[config.mk]
export PLATFORM = sky130hd
export DESIGN_NAME = deadband_moving_average_core
export DESIGN_NICKNAME = d
export VERILOG_FILES = /design/src/hw/rtl/dma_pkg.sv /design/src/hw/rtl/dma_ram.sv /design/src/hw/rtl/dma_div.sv /design/src/hw/rtl/deadband_moving_average_core.sv
export SDC_FILE = /design/constraint.sdc
export NUM_CORES = 1
export LEC_CHECK = 0
export BUFFER_PORTS_ARGS = -buffer_cell sky130_fd_sc_hd__buf_2
export CORE_ASPECT_RATIO = 1.5
export CORE_MARGIN = 4
export CORE_UTILIZATION = 28
export CTS_CLUSTER_DIAMETER = 30
export DETAILED_ROUTE_END_ITERATION = 7
export SETUP_SLACK_MARGIN = 0.02
export SLEW_MARGIN = 25
export SYNTH_ARGS = -nofsm -noshare
export SYNTH_HDL_FRONTEND = slang
export SYNTH_SLANG_ARGS = --single-unit
export TNS_END_PERCENT = 1
[constraint.sdc]
create_clock -name clock -period 7.5 [get_ports clock]
set_input_delay 1.875 -clock clock [delete_from_list [all_inputs] [get_ports clock]]
set_output_delay 1.875 -clock clock [all_outputs]
set_load 0.02 [all_outputs]
[src/hw/rtl/dma_pkg.sv]
`default_nettype none
// ============================================================================
// dma_pkg - shared types and constants of the deadband moving average core
// Word formats of the request and response channels, field widths and the
// default window depth.
// ============================================================================
package dma_pkg;

   localparam int SAMPLE_W       = 24;
   localparam int MIN_CHANGE_W   = 23;
   localparam int DEFAULT_WINDOW = 8;
   // samples that must be held before the deadband may keep the old mean
   localparam int MIN_HELD       = 3;

   localparam logic OP_FILTER = 1'b0;
   localparam logic OP_CLEAR  = 1'b1;

   typedef struct packed {
      logic                       op;
      logic signed [SAMPLE_W-1:0] sample;
   } dma_req_type;

   typedef struct packed {
      logic signed [SAMPLE_W-1:0] filtered;
      logic                       held;
   } dma_rsp_type;

endpackage : dma_pkg
`default_nettype wire

[src/hw/rtl/dma_ram.sv]
`default_nettype none
// ============================================================================
// dma_ram - generic single-write, single-read RAM
// One write port, one read port with registered read data.
// ============================================================================
module dma_ram #(
   parameter int WIDTH = 24,
   parameter int DEPTH = 8,
   localparam int ADDR_W = (DEPTH > 1) ? $clog2(DEPTH) : 1
) (
   input  wire logic              clock,
   input  wire logic              wr_en,
   input  wire logic [ADDR_W-1:0] wr_addr,
   input  wire logic [WIDTH-1:0]  wr_data,
   input  wire logic [ADDR_W-1:0] rd_addr,
   output logic      [WIDTH-1:0]  rd_data_ff
);

   logic [WIDTH-1:0] mem_ff [DEPTH];

   always_ff @(posedge clock) begin
      if (wr_en) begin
         mem_ff[wr_addr] <= wr_data;
      end
      rd_data_ff <= mem_ff[rd_addr];
   end

endmodule : dma_ram
`default_nettype wire

[src/hw/rtl/dma_div.sv]
`default_nettype none
// ============================================================================
// dma_div - serial signed divider, one quotient bit per cycle
// Divides a signed sum by an unsigned count, quotient truncated toward zero
// and cut to sample width.
// ============================================================================
module dma_div
   import dma_pkg::*;
#(
   parameter int NUM_W = 27,
   parameter int DEN_W = 4
) (
   input  wire logic                       clock,
   input  wire logic                       reset,
   input  wire logic                       start,
   input  wire logic signed [NUM_W-1:0]    numer,
   input  wire logic        [DEN_W-1:0]    denom,
   output logic                            done_ff,
   output logic signed      [SAMPLE_W-1:0] quotient
);

   localparam int STEP_W = $clog2(NUM_W + 1);

   logic              busy_ff, busy_in;
   logic              done_in;
   logic [STEP_W-1:0] step_ff, step_in;
   logic [NUM_W-1:0]  dvd_ff, dvd_in;
   logic [DEN_W-1:0]  rem_ff, rem_in;
   logic [DEN_W-1:0]  den_ff, den_in;
   logic              neg_ff, neg_in;
   logic [DEN_W:0]    rem_shift;
   logic [NUM_W-1:0]  quot_signed;

   always_comb begin
      busy_in   = busy_ff;
      done_in   = 1'b0;
      step_in   = step_ff;
      dvd_in    = dvd_ff;
      rem_in    = rem_ff;
      den_in    = den_ff;
      neg_in    = neg_ff;
      rem_shift = {rem_ff, dvd_ff[NUM_W-1]};
      if (start) begin
         busy_in = 1'b1;
         step_in = STEP_W'(NUM_W);
         neg_in  = numer[NUM_W-1];
         dvd_in  = numer[NUM_W-1] ? NUM_W'(-numer) : NUM_W'(numer);
         rem_in  = '0;
         den_in  = denom;
      end else if (busy_ff) begin
         // restoring step: shift in the next dividend bit, subtract if it fits
         if (rem_shift >= {1'b0, den_ff}) begin
            rem_in = DEN_W'(rem_shift - {1'b0, den_ff});
            dvd_in = {dvd_ff[NUM_W-2:0], 1'b1};
         end else begin
            rem_in = rem_shift[DEN_W-1:0];
            dvd_in = {dvd_ff[NUM_W-2:0], 1'b0};
         end
         step_in = step_ff - 1'b1;
         if (step_ff == STEP_W'(1)) begin
            busy_in = 1'b0;
            done_in = 1'b1;
         end
      end
   end

   always_ff @(posedge clock) begin
      if (reset) begin
         busy_ff <= 1'b0;
         done_ff <= 1'b0;
         step_ff <= '0;
      end else begin
         busy_ff <= busy_in;
         done_ff <= done_in;
         step_ff <= step_in;
      end
      dvd_ff <= dvd_in;
      rem_ff <= rem_in;
      den_ff <= den_in;
      neg_ff <= neg_in;
   end

   assign quot_signed = neg_ff ? NUM_W'(-dvd_ff) : dvd_ff;
   assign quotient    = quot_signed[SAMPLE_W-1:0];

endmodule : dma_div
`default_nettype wire

[src/hw/rtl/deadband_moving_average_core.sv]
`default_nettype none
// ============================================================================
// deadband_moving_average_core - windowed moving average with a deadband
// Top level: request sequencer, sample ring, running sum and serial divider.
// ============================================================================
// A filter word (op = 0) on an empty history stores the sample and returns it
// as is; the result passes through ST_DONE into the output register, where
// the response word becomes valid, and the next request can be taken once the
// core is back in ST_IDLE. With at least three samples held, the sample is
// first compared with the current mean: a difference below min_change returns
// that mean with held set and stores nothing. Otherwise the sample enters the
// ring, the oldest drops out once WINDOW are held, and the new mean goes out.
// Means come from one serial divider (SUM_W = 24 + clog2(WINDOW), 27 for a
// window of eight). A word with one or two samples held, or with the sample
// kept out by the deadband, needs one division; a word that checks the old
// mean and then computes a new one needs two. The divider sets the rate. A
// clear word (op = 1) empties the history as it is accepted and gives no
// response. req_stall is high while a word is being worked on; a finished
// response waits in the output register, so the next request is taken
// meanwhile, and only a second finished word waiting behind a stalled
// response adds stall cycles. min_change is written through the csr port,
// which is always ready.
module deadband_moving_average_core
   import dma_pkg::*;
#(
   parameter int WINDOW = DEFAULT_WINDOW
) (
   input  wire logic                    clock,
   input  wire logic                    reset,
   input  wire logic                    req_valid,
   output logic                         req_stall,
   input  wire dma_req_type             req_data,
   output logic                         rsp_valid,
   input  wire logic                    rsp_stall,
   output dma_rsp_type                  rsp_data,
   input  wire logic                    csr_valid,
   output logic                         csr_ready,
   input  wire logic [MIN_CHANGE_W-1:0] csr_data
);

   localparam int IDX_W = (WINDOW > 1) ? $clog2(WINDOW) : 1;
   localparam int CNT_W = $clog2(WINDOW + 1);
   localparam int POS_W = CNT_W + 1;
   localparam int SUM_W = SAMPLE_W + $clog2(WINDOW);
   localparam int DIF_W = SAMPLE_W + 1;

   typedef enum logic [2:0] {
      ST_IDLE,
      ST_MEAN,
      ST_CHECK,
      ST_UPDATE,
      ST_AVG,
      ST_DONE
   } state_type;

   state_type                  state_ff, state_in;
   logic [CNT_W-1:0]           count_ff, count_in;
   logic [IDX_W-1:0]           head_ff, head_in;
   logic signed [SUM_W-1:0]    sum_ff, sum_in;
   logic [MIN_CHANGE_W-1:0]    min_change_ff, min_change_in;
   logic signed [SAMPLE_W-1:0] sample_ff, sample_in;
   logic signed [SAMPLE_W-1:0] mean_ff, mean_in;
   dma_rsp_type                result_ff, result_in;
   logic                       rsp_valid_ff, rsp_valid_in;
   dma_rsp_type                rsp_data_ff, rsp_data_in;

   logic                       req_accept;
   logic                       enough_held;
   logic                       div_start;
   logic                       div_done;
   logic signed [SUM_W-1:0]    div_numer;
   logic [CNT_W-1:0]           div_denom;
   logic signed [SAMPLE_W-1:0] div_quot;

   logic                       ram_we;
   logic [IDX_W-1:0]           ram_waddr;
   logic [SAMPLE_W-1:0]        ram_wdata;
   logic [SAMPLE_W-1:0]        ram_rdata;

   logic [POS_W-1:0]           tail_pos;
   logic signed [DIF_W-1:0]    diff;
   logic [DIF_W-1:0]           abs_diff;

   assign req_stall   = (state_ff != ST_IDLE);
   assign req_accept  = req_valid && !req_stall;
   assign csr_ready   = 1'b1;
   assign rsp_valid   = rsp_valid_ff;
   assign rsp_data    = rsp_data_ff;
   assign enough_held = (32'(count_ff) >= MIN_HELD);

   // ring slot just past the newest sample, wrapped once
   always_comb begin
      tail_pos = POS_W'(head_ff) + POS_W'(count_ff);
      if (tail_pos >= POS_W'(WINDOW)) begin
         tail_pos = tail_pos - POS_W'(WINDOW);
      end
   end

   assign diff     = DIF_W'(sample_ff) - DIF_W'(mean_ff);
   assign abs_diff = diff[DIF_W-1] ? DIF_W'(-diff) : DIF_W'(diff);

   always_comb begin
      state_in      = state_ff;
      count_in      = count_ff;
      head_in       = head_ff;
      sum_in        = sum_ff;
      min_change_in = min_change_ff;
      sample_in     = sample_ff;
      mean_in       = mean_ff;
      result_in     = result_ff;
      rsp_valid_in  = rsp_valid_ff;
      rsp_data_in   = rsp_data_ff;
      div_start     = 1'b0;
      div_numer     = sum_ff;
      div_denom     = count_ff;
      ram_we        = 1'b0;
      ram_waddr     = head_ff;
      ram_wdata     = sample_ff;

      // take the configuration word whenever offered
      if (csr_valid && csr_ready) begin
         min_change_in = csr_data;
      end

      // drop the response once the far side has taken it
      if (rsp_valid_ff && !rsp_stall) begin
         rsp_valid_in = 1'b0;
      end

      unique case (state_ff)
         ST_IDLE: begin
            if (req_accept) begin
               sample_in = req_data.sample;
               if (req_data.op == OP_CLEAR) begin
                  count_in = '0;
                  head_in  = '0;
                  sum_in   = '0;
               end else if (count_ff == '0) begin
                  // first sample: store it at slot zero and return it
                  ram_we             = 1'b1;
                  ram_waddr          = '0;
                  ram_wdata          = req_data.sample;
                  head_in            = '0;
                  count_in           = CNT_W'(1);
                  sum_in             = SUM_W'(req_data.sample);
                  result_in.filtered = req_data.sample;
                  result_in.held     = 1'b0;
                  state_in           = ST_DONE;
               end else if (enough_held) begin
                  div_start = 1'b1;
                  state_in  = ST_MEAN;
               end else begin
                  state_in = ST_UPDATE;
               end
            end
         end
         ST_MEAN: begin
            if (div_done) begin
               mean_in  = div_quot;
               state_in = ST_CHECK;
            end
         end
         ST_CHECK: begin
            if (abs_diff < DIF_W'(min_change_ff)) begin
               // inside the deadband: keep the old mean, discard the sample
               result_in.filtered = mean_ff;
               result_in.held     = 1'b1;
               state_in           = ST_DONE;
            end else begin
               state_in = ST_UPDATE;
            end
         end
         ST_UPDATE: begin
            ram_we = 1'b1;
            if (count_ff < CNT_W'(WINDOW)) begin
               // append behind the newest sample
               ram_waddr = tail_pos[IDX_W-1:0];
               count_in  = count_ff + 1'b1;
               sum_in    = sum_ff + SUM_W'(sample_ff);
            end else begin
               // full ring: overwrite the oldest, whose value the read port holds
               ram_waddr = head_ff;
               sum_in    = sum_ff - SUM_W'($signed(ram_rdata)) + SUM_W'(sample_ff);
               if (head_ff == IDX_W'(WINDOW - 1)) begin
                  head_in = '0;
               end else begin
                  head_in = head_ff + 1'b1;
               end
            end
            div_start = 1'b1;
            div_numer = sum_in;
            div_denom = count_in;
            state_in  = ST_AVG;
         end
         ST_AVG: begin
            if (div_done) begin
               result_in.filtered = div_quot;
               result_in.held     = 1'b0;
               state_in           = ST_DONE;
            end
         end
         ST_DONE: begin
            // hand over once the output register is free
            if (!rsp_valid_ff || !rsp_stall) begin
               rsp_valid_in = 1'b1;
               rsp_data_in  = result_ff;
               state_in     = ST_IDLE;
            end
         end
         default: begin
            state_in = ST_IDLE;
         end
      endcase
   end

   always_ff @(posedge clock) begin
      if (reset) begin
         state_ff      <= ST_IDLE;
         count_ff      <= '0;
         head_ff       <= '0;
         sum_ff        <= '0;
         min_change_ff <= '0;
         rsp_valid_ff  <= 1'b0;
      end else begin
         state_ff      <= state_in;
         count_ff      <= count_in;
         head_ff       <= head_in;
         sum_ff        <= sum_in;
         min_change_ff <= min_change_in;
         rsp_valid_ff  <= rsp_valid_in;
      end
      sample_ff   <= sample_in;
      mean_ff     <= mean_in;
      result_ff   <= result_in;
      rsp_data_ff <= rsp_data_in;
   end

   // read port always follows the oldest slot, so its value is ready on update
   dma_ram #(
      .WIDTH (SAMPLE_W),
      .DEPTH (WINDOW)
   ) u_ring (
      .clock      (clock),
      .wr_en      (ram_we),
      .wr_addr    (ram_waddr),
      .wr_data    (ram_wdata),
      .rd_addr    (head_ff),
      .rd_data_ff (ram_rdata)
   );

   dma_div #(
      .NUM_W (SUM_W),
      .DEN_W (CNT_W)
   ) u_div (
      .clock    (clock),
      .reset    (reset),
      .start    (div_start),
      .numer    (div_numer),
      .denom    (div_denom),
      .done_ff  (div_done),
      .quotient (div_quot)
   );

endmodule : deadband_moving_average_core
`default_nettype wire
# == Yosys cells after proc, flatten, opt, wreduce, memory -nomap -nowiden ==
# Memories as Yosys holds them, arrays and structs flattened. A register that Yosys moved wholly into a read port is not among the register bits.
# Cells that the tools add are included.
# totals
register_bits,202
ram_bits,192
inputBits,53
elab_cells,146
n_memories,1
# op_classes
n_addsub,13
n_lt_le_gt_ge,5
n_eq_ne,16
n_mux,69
n_bitwise,1
n_reduce_logical,21
# memory_table
memory,depth,word_bits,rd,rd_clocked_by_memory_dff,wr,line,text
u_ring.mem_ff,8,24,1,1,1,dma_ram.sv:19,logic [WIDTH-1:0] mem_ff [DEPTH];
# ops
op,count
27-bit 2-to-1 mux,8
25-bit 2-to-1 mux,6
24-bit 2-to-1 mux,5
25-bit case mux with 3 select lines,1
27-bit by 24-bit adder with 27-bit output,2
27-bit case mux with 2 select lines,1
3-bit 2-to-1 mux,16
27-bit negator,1
27-bit by 24-bit subtractor with 27-bit output,1
25-bit by 23-bit less-than comparator with 1-bit output,1
25-bit negator,1
24-bit by 24-bit subtractor with 25-bit output,1
4-bit 2-to-1 mux,6
24-bit negator,1
3-bit case mux with 6 select lines,1
1-bit 2-to-1 mux,17
2-bit inequality test (second input constant),6
3-bit case mux with 2 select lines,2
5-bit 2-to-1 mux,2
3-bit == test (second input constant),3
4-bit case mux with 2 select lines,1
3-bit by 2-bit == test with 1-bit output (second input constant),2
2-bit AND reduction,3
3-bit AND reduction,2
28 further kinds,35

# == Longest topological paths before layout ==
# Gate-level depths: netlist of run 1.
# depth
depth_word,7
ltp_mapped,24
ltp_nobuf,23

# == Modules after synthesis ==
# A second synthesis of run 1 with hierarchy kept.
# hier_totals
cells_unflattened,2112
area_unflattened_um2,23835.4
# modules_own_cells
mod,instances,cells_per_inst,area_per_inst_um2,seq_area_each_um2
deadband_moving_average_core,1,1477,13002.5,4164.0
dma_ram,1,314,7810.0,6246.0
dma_div,1,321,3022.9,1181.1

# == Least setup slack after synthesis of run 1 ==
# Ideal clock, no wire load.
# synth_path
path_kind,flip-flop to flip-flop
startpoint,register sample_ff[0]
endpoint,register result_ff[0] (netlist bit) (enable)
setup_ns,0.415
arrival_ns,5.558
slack_ns,1.527
path_stages_with_launch,24
n_path_buf,0
period_less_slack_ns,5.973
path_cell_list,edfxtp_1 inv_1 ha_1 fa_1 nor2b_1 o31ai_1 a21oi_1 a21oi_1 or4b_4 or3_4 nor3_4 nand2_1 nand2_1 xnor2_1 ha_1 a21o_1 a211o_1 a31oi_1 o21ai_0 a21oi_1 nor2b_1 o21ai_0 nand3b_1 a21oi_1
# synth_between
elab_chain_len,6
# synth_lines
item,line,text
from (decl),deadband_moving_average_core.sv:61,"logic signed [SAMPLE_W-1:0] sample_ff, sample_in;"
from (signal assigned),deadband_moving_average_core.sv:232,sample_ff <= sample_in;
24-bit by 24-bit subtractor with 25-bit output (*),deadband_moving_average_core.sv:99,assign diff = DIF_W'(sample_ff) - DIF_W'(mean_ff);
25-bit negator,deadband_moving_average_core.sv:100,assign abs_diff = diff[DIF_W-1] ? DIF_W'(-diff) : DIF_W'(diff);
25-bit 2-to-1 mux (*),deadband_moving_average_core.sv:100,
25-bit by 23-bit less-than comparator with 1-bit output (*),deadband_moving_average_core.sv:164,if (abs_diff < DIF_W'(min_change_ff)) begin
2-bit inequality test (no line) (*),n/a,
6-bit AND reduction (no line) (*),n/a,
to (signal assigned),deadband_moving_average_core.sv:234,result_ff <= result_in;
to (decl),deadband_moving_average_core.sv:63,"dma_rsp_type result_ff, result_in;"
# Every way passes the cells marked *; elsewhere a longest branch is shown, timed or not.
# A chain may end at the register's enable or synchronous reset.

# == Worst setup path in the final report of run 1 ==
# layout_path
startpoint,register sample_ff[0]
endpoint,register result_ff[3] (netlist bit) (enable)
# Same word-level chain as after synthesis.

==> run summary, run 1 <==
Area after DPL: 25720 µm²
Hold buffers post-CTS: 0
Starting Density: 28.18%
Hold_ws: 416.8 ps
Setup TNS: 0 ps
Chip height: 366.0 µm
Post-synthesis cell type count: 111
Non-filler cells, final: 3431
Post-Syn Area: 23920 µm²
Skew final: 26.84 ps
Sequential share of the synthesized area: 48.45%
Final GP Congestion: 0.9060
First-pass GRT wire length: 101.1 mm
Num CTS Buffers: 61
Worst hold path type: flop to flop
WL final: 66.27 mm
Hold path depth: 0
Power per cell area: 260.7 nW/µm²
Worst Path Required: 7720 ps
Hpwl dp: 50.01 mm
Max-slew headroom: 33.43%
Worst-Margin Slew: 988.1 ps
Async set-reset flop share out of synthesis: 0%
Post-route ant nets: 0
Vias per inst: 5.009
Clk pin slew, worst setup/hold paths: 60 ps
Placed Instances: 3314
# IOs: 81
IO Port Bufs: 79
Post-layout minimum cycle time: 6143 ps
Max cap viols: 0
Max Fanout on Critical Path: 25
Root buffer cell: clkbuf_16
Die extent in x: 246.7 µm
Worst reg2reg path depth: 22
Total die area: 90280 µm²
Worst Hold End: rsp_data[7]$_DFFE_PP_
Fin nets: 2443
WS Path Type: flop to flop
Clock latency on the worst-skew pair: 610 ps
Ys Warns: 0
PostCTS Resize Cnt: 0
Total GRT Usage: 14.31%
Htree depth: 2
Most frequent cells in the layout: edfxtp_1 (322), inv_1 (191), nand2_1 (161)
Post-CTS Setup Bufs: 0
Fmax: 0.1628 GHz
Placement Rows: 131
Critical R2R Capture: result_ff[3]$_DFFE_PP_
Largest net degree at the start of global routing: 53
Worst Setup Start Kind: flop
Final std cell area, no fill: 27950 µm²
Final period utilization: 81.91%
Layout cell share with drive strength beyond 1: 17.01%
Maximum vdd drop: 0.0001802 V
Vias: 17190
Fin. max-slew vios: 0
Area occupied by multi-input gates: 11300 µm²
Syn_nets: 2360
Sequential cell area: 11600 µm²
Final Util: 32.92%
Cell count after synthesis: 2164
Area added between synthesis and finish: 16.83%
# setup viols final: 0
Clk buf depth: 3
First DRT Iteration DRCs: 1149
Detailed-router iteration count before antenna repair: 7
Drc violations: 0
Critical Path End Type: flop
Most common cell after layout, fill and taps aside: edfxtp_1
Unrepaired setup endpoints after global routing: false
Number of global-route vias before repair: 17510
WL/cell: 19.32 µm
CTS tree: done
Flops & latches, synth: 418
Top_reg_cell synth: edfxtp_1
Lkg Pwr: 0.01026 µW
Final Hold Fails: 0
EDFF count, synth: 322
Total gr overflow: 0
Status: complete, no violations
CP arrival: 6360 ps
Min-delay src: result_ff[7]$_DFFE_PP_
Worst R2R Start: sample_ff[0]$_DFFE_PP_
Clock sink count: 418
Synthesized area per cell: 11.05 µm²
Antenna violations before repair: 6
Number of fill cells: 8630
Core Region: 84900 µm²
Reg-to-reg setup timing slack: 1360 ps
critical path, stage by stage, from the launching register on:
cell and delay [ps]:
edfxtp_1 350, inv_1 80, ha_1 250, fa_1 440
nor2b_1 230, o31ai_1 160, a21oi_1 310, a21oi_1 140
or4b_4 540, or3_4 410, nor3_4 170, nand2_2 120
o31ai_4 190, xnor2_1 140, ha_1 260, a21o_1 160
a21oi_1 220, o21ai_0 140, a21oi_1 160, nor2b_1 60
o21ai_0 240, nand3b_1 200, a21oi_4 770
where the power goes:
group	switching [µW]	internal [µW]	leakage (µW)
clock	1210	1800	0.00107
sequential	73.2	2630	0.00372
combinational	985	582	0.00547
total	2270	5010	0.0103
synthesized netlist by cell type, drive strengths merged (7+ instances only):
cell     instances  area share, %
a21oi          122            2.6
a31o             7           0.26
or4              7           0.22
mux2            28            1.3
nor4             9           0.29
nand3           59            1.2
nor3            50            1.1
nand4           14           0.39
a21o            25           0.78
nand2          162            2.6
nor2           147            2.3
nand3b           7           0.22
o31ai           20           0.71
o211ai          14           0.52
a2111oi         10           0.55
mux4            48            4.5
o21bai          11           0.35
nor3b           21           0.70
xnor2           87            3.2
or3             17           0.47
a22oi           26           0.82
mux2i           34            1.4
o21a            16           0.50
clkbuf          69            1.1
nor2b           13           0.37
and2            12           0.33
ha             113            5.9
inv            193            3.0
buf             29           0.60
and3            13           0.34
edfxtp         322             40
fa              30            2.5
a31oi           18           0.47
o41ai            7           0.37
a221oi           8           0.56
nand2b          14           0.40
dfxtp           96            8.0
xor2            35            1.3
o21ai          124            2.6
a41oi            9           0.33
a211oi          28           0.94
worst max path at each step:
stage                                 startpoint                      end  slack, ps  cells after the start
after global placement    sample_ff[0]$_DFFE_PP_  result_ff[23]$_DFFE_PP_       1450                     23
after global routing      sample_ff[0]$_DFFE_PP_   result_ff[1]$_DFFE_PP_       1010                     22
after detailed placement  sample_ff[0]$_DFFE_PP_  result_ff[23]$_DFFE_PP_       1350                     22
after floorplan           sample_ff[0]$_DFFE_PP_   result_ff[0]$_DFFE_PP_       1530                     23
after CTS                 sample_ff[0]$_DFFE_PP_   result_ff[3]$_DFFE_PP_       1350                     22
final                     sample_ff[0]$_DFFE_PP_   result_ff[3]$_DFFE_PP_       1360                     22
state kept, by name, summed over array words and instances, names as in the netlist:
| name | count |
|---|---|
| u_div.busy_ff | 1 |
| rsp_valid | 1 |
| u_div.dvd_ff | 27 |
| result_ff | 25 |
| rsp_data | 25 |
| min_change_ff | 23 |
| u_div.step_ff | 5 |
| count_ff | 4 |
| state_ff | 3 |
| u_ring.mem_ff | 192 |
| u_ring.rd_data_ff | 24 |
| u_div.neg_ff | 1 |
| sample_ff | 24 |
| u_div.rem_ff | 4 |
| mean_ff | 24 |
| u_div.den_ff | 4 |
| sum_ff | 27 |
| head_ff | 3 |
| u_div.done_ff | 1 |
metal layers:
metal,track usage (%),vias up,wire (µm)
met2,27.27,434,35170
li1,-,8196,-
met1,15.46,8392,25050
met4,6.670,4,3392
met5,0,-,27
met3,1.772,159,2630
cell families (layout without fill, tap and decap cells):
kind of cell             count (synthesis)  after routing  share of synthesized area (%)
other                                    1              3                        0.01568
adder cells (fa/ha/maj)                143            143                          8.421
AO/OA/AOI/OAI                          506            506                          14.65
XOR/XNOR                               122            122                          4.467
multiplexers                           110            110                          7.259
flip-flops                             418            418                          48.45
AND/OR/NAND/NOR                        573            573                          12.02
buffers and inverters                  291            426                          4.712
stage by stage:
| step | total power [µW] | worst slack (ps) |
|---|---|---|
| floorplan | 3873 | 1527 |
| global placement | 4294 | 1454 |
| detailed placement | 4310 | 1347 |
| CTS | 7347 | 1346 |
| global route | 7627 | 1009 |
| finish | 7285 | 1357 |
layout make-up:
class                   instances  share of cell area (%)
diodes                          2                 0.01791
clock buffers                  64                   5.614
clock inverters                51                   2.328
inverters                     193                   2.592
well taps                    1130                   5.059
flip-flops and latches        418                   41.49
multi-input cells            1455                   40.43
repair buffers                118                   2.462
Note: power is estimated with default switching activity, not from simulation.
==> run 2, diff against run 1 <==
--- a/config.mk
+++ b/config.mk
@@ -5,6 +5,7 @@
 export SDC_FILE = /design/constraint.sdc
 export NUM_CORES = 1
 export LEC_CHECK = 0
+export ABC_AREA = 1
 export BUFFER_PORTS_ARGS = -buffer_cell sky130_fd_sc_hd__buf_2
 export CORE_ASPECT_RATIO = 1.5
 export CORE_MARGIN = 4
==> constraint.sdc (replaced) <==
create_clock -name clock -period 5.4 [get_ports clock]
set_input_delay 1.35 -clock clock [delete_from_list [all_inputs] [get_ports clock]]
set_output_delay 1.35 -clock clock [all_outputs]
set_load 0.02 [all_outputs]
==> run summary, run 2 <==
Flops & latches, synth: 418 (unchanged)
Synth cell count leaders: nand2_1 (769), inv_1 (490), nor2_1 (372)
Fin. max-slew vios: 0 (unchanged)
Vias: 21910 (+28%)
Power per cell area: 571.9 nW/µm² (+120%)
Clock sink count: 418 (unchanged)
Status: complete, no violations
Max cap viols: 0 (unchanged)
Max Fanout on Critical Path: 13 (-48%)
WL final: 86.87 mm (+31%)
Number of flip-flops in the largest register: 192 (unchanged)
EDFF count, synth: 322 (unchanged)
Post-route ant nets: 0 (unchanged)
Min-delay src: result_ff[19]$_DFFE_PP_
Top reg by flops: u_ring.mem_ff
Post-synthesis cell type count: 60 (-46%)
Largest net degree at the start of global routing: 86 (+62%)
Most common cell after layout, fill and taps aside: nand2_1
Critical Path End Type: flop
Detailed-router iteration count before antenna repair: 6 (-1)
Share of the synthesized area in the top cell type: 37.95% (-2.5 points)
Max-slew headroom: 31.08% (-2.4 points)
Worst Path Required: 5730 ps (-1990 ps)
Final period utilization: 91.83% (+9.9 points)
Worst R2R Start: sample_ff[0]$_DFFE_PP_
Placement Rows: 135 (+3.1%)
Total die area: 95980 µm² (+6.3%)
Starting Density: 28.19% (about the same)
First-pass GRT wire length: 128.1 mm (+27%)
Drc violations: 0 (unchanged)
Clk pin slew, worst setup/hold paths: 60 ps (about the same)
Htree depth: 3 (+1)
WL/cell: 19.22 µm (-0.50%)
Sequential share of the synthesized area: 45.50% (-3.0 points)
Cell count after synthesis: 3189 (+47%)
Slowest-stage cell, CP: fa_2
CP arrival: 5290 ps (-1070 ps)
CP Launch Point: sample_ff[0]$_DFFE_PP_
Ys Warns: 0 (unchanged)
Final Util: 33.07% (+0.16 points)
Die extent in x: 254.3 µm (+3.1%)
Unrepaired setup endpoints after global routing: false
Hold_ws: 417.5 ps (+0.7090 ps)
Hpwl dp: 67.92 mm (+36%)
Num CTS Buffers: 71 (+16%)
Top_reg_cell synth: edfxtp_1
Skew final: 28.84 ps (+1.995 ps)
WS Path Type: flop to flop
Area after DPL: 27360 µm² (+6.3%)
Area added between synthesis and finish: 17.31%
Worst Setup Start Kind: flop
Biggest regs: u_ring.mem_ff: 192 flops, sum_ff: 27 flops, u_div.dvd_ff: 27 flops
Total power: 17090 µW (+130%)
Chip height: 377.4 µm (+3.1%)
Synth area leader: edfxtp_1
Setup TNS: 0 ps (unchanged)
Root buffer cell: clkbuf_16
# IOs: 81 (unchanged)
Hold buffers post-CTS: 0 (unchanged)
Layout cell share with drive strength beyond 1: 9.660% (-7.3 points)
Worst-Margin Slew: 1023 ps (+34.97 ps)
IO Port Bufs: 79 (unchanged)
Worst hold path type: flop to flop
Number of global-route vias before repair: 21610 (+23%)
Fmax: 0.2017 GHz (+24%)
Post-layout minimum cycle time: 4959 ps (-1184 ps)
Synthesized area per cell: 7.989 µm² (-28%)
# setup viols final: 0 (unchanged)
Most common cell in the netlist: nand2_1
Core Region: 90370 µm² (+6.4%)
Maximum vdd drop: 0.0002359 V (+31%)
Async set-reset flop share out of synthesis: 0% (unchanged)
Fin nets: 3491 (+43%)
Clock latency on the worst-skew pair: 630 ps (+20 ps)
CP max stage delay: 580 ps (-190 ps)
Total gr overflow: 0 (unchanged)
Final std cell area, no fill: 29890 µm² (+6.9%)
First DRT Iteration DRCs: 1393 (+21%)
Post-Syn Area: 25480 µm² (+6.5%)
CTS tree: done
Antenna violations before repair: 8 (+2)
Top post-synthesis cells by area: edfxtp_1 (38%), nand2_1 (11%), dfxtp_1 (7.5%), inv_1 (7.2%), ha_1 (5.5%)
Final GP Congestion: 0.9550 (+5.4%)
Clk buf depth: 3 (unchanged)
Syn_nets: 3385 (+43%)
Lkg Pwr: 0.01307 µW (+27%)
Vias per inst: 4.848 (-3.2%)
Final Hold Fails: 0 (unchanged)
Most frequent cells in the layout: nand2_1 (768), inv_1 (489), nor2_1 (362)
Total GRT Usage: 17.69% (+3.4 points)
[run 2: layer usage]
layer	vias up	share of wire [%]	global-route usage, %
met2	620	50	32.15
met5	-	0.041	0
li1	10750	-	-
met4	6	7.9	12.29
met3	224	4.8	2.638
met1	10310	37	18.58
[run 2: per-stage QoR]
stage                     setup slack [ps]  cells
after floorplan                      279.6   3189
after global routing                 30.97   4519
after detailed placement             259.7   4382
after CTS                            253.1   4514
final                                440.9   4520
after global placement               294.3   4382
[run 2: area by class of cell]
cell class | count | area [µm²]
multi-input combinational | 2169 | 11650
fill | 9431 | 60480
sequential | 418 | 11590
clock inverter | 50 | 550.5
antenna | 2 | 5.005
tap | 1164 | 1456
clock buffer | 82 | 1902
timing repair buffer | 128 | 825.8
inverter | 507 | 1906
[run 2: report_power, final]
part	switching, µW	internal (µW)
sequential	299	4190
clock	1730	2840
combinational	5440	2580
[run 2: cells by family after synthesis]
family	share of synthesized area [%]
compound gates	11.54
xor+xnor	2.441
fa+ha+maj	7.907
buf+inv	9.071
flops	45.50
other cells	0.01472
simple gates	23.53
[run 2: what timing repair did]
item,in CTS,in global routing
setup buffers,0,2
setup endpoints to repair,0,25
resized for setup,0,8
[run 2: worst paths after layout]
path | endpoint | slack, ps | depth (start not counted)
setup / recovery | result_ff[4]$_DFFE_PP_ | 440 | 28
hold / removal | rsp_data[19]$_DFFE_PP_ | 420 | 0
setup reg to reg | result_ff[4]$_DFFE_PP_ | 440 | 28
hold reg to reg | rsp_data[19]$_DFFE_PP_ | 420 | 0
[run 2: worst max-delay path: cells and delay by family, from the launching register on]
family	cells	cell delay, ps
simple gates	13	1760
flops	1	370
compound gates	4	570
buf+inv	6	590
fa+ha+maj	4	1270
xor+xnor	1	130
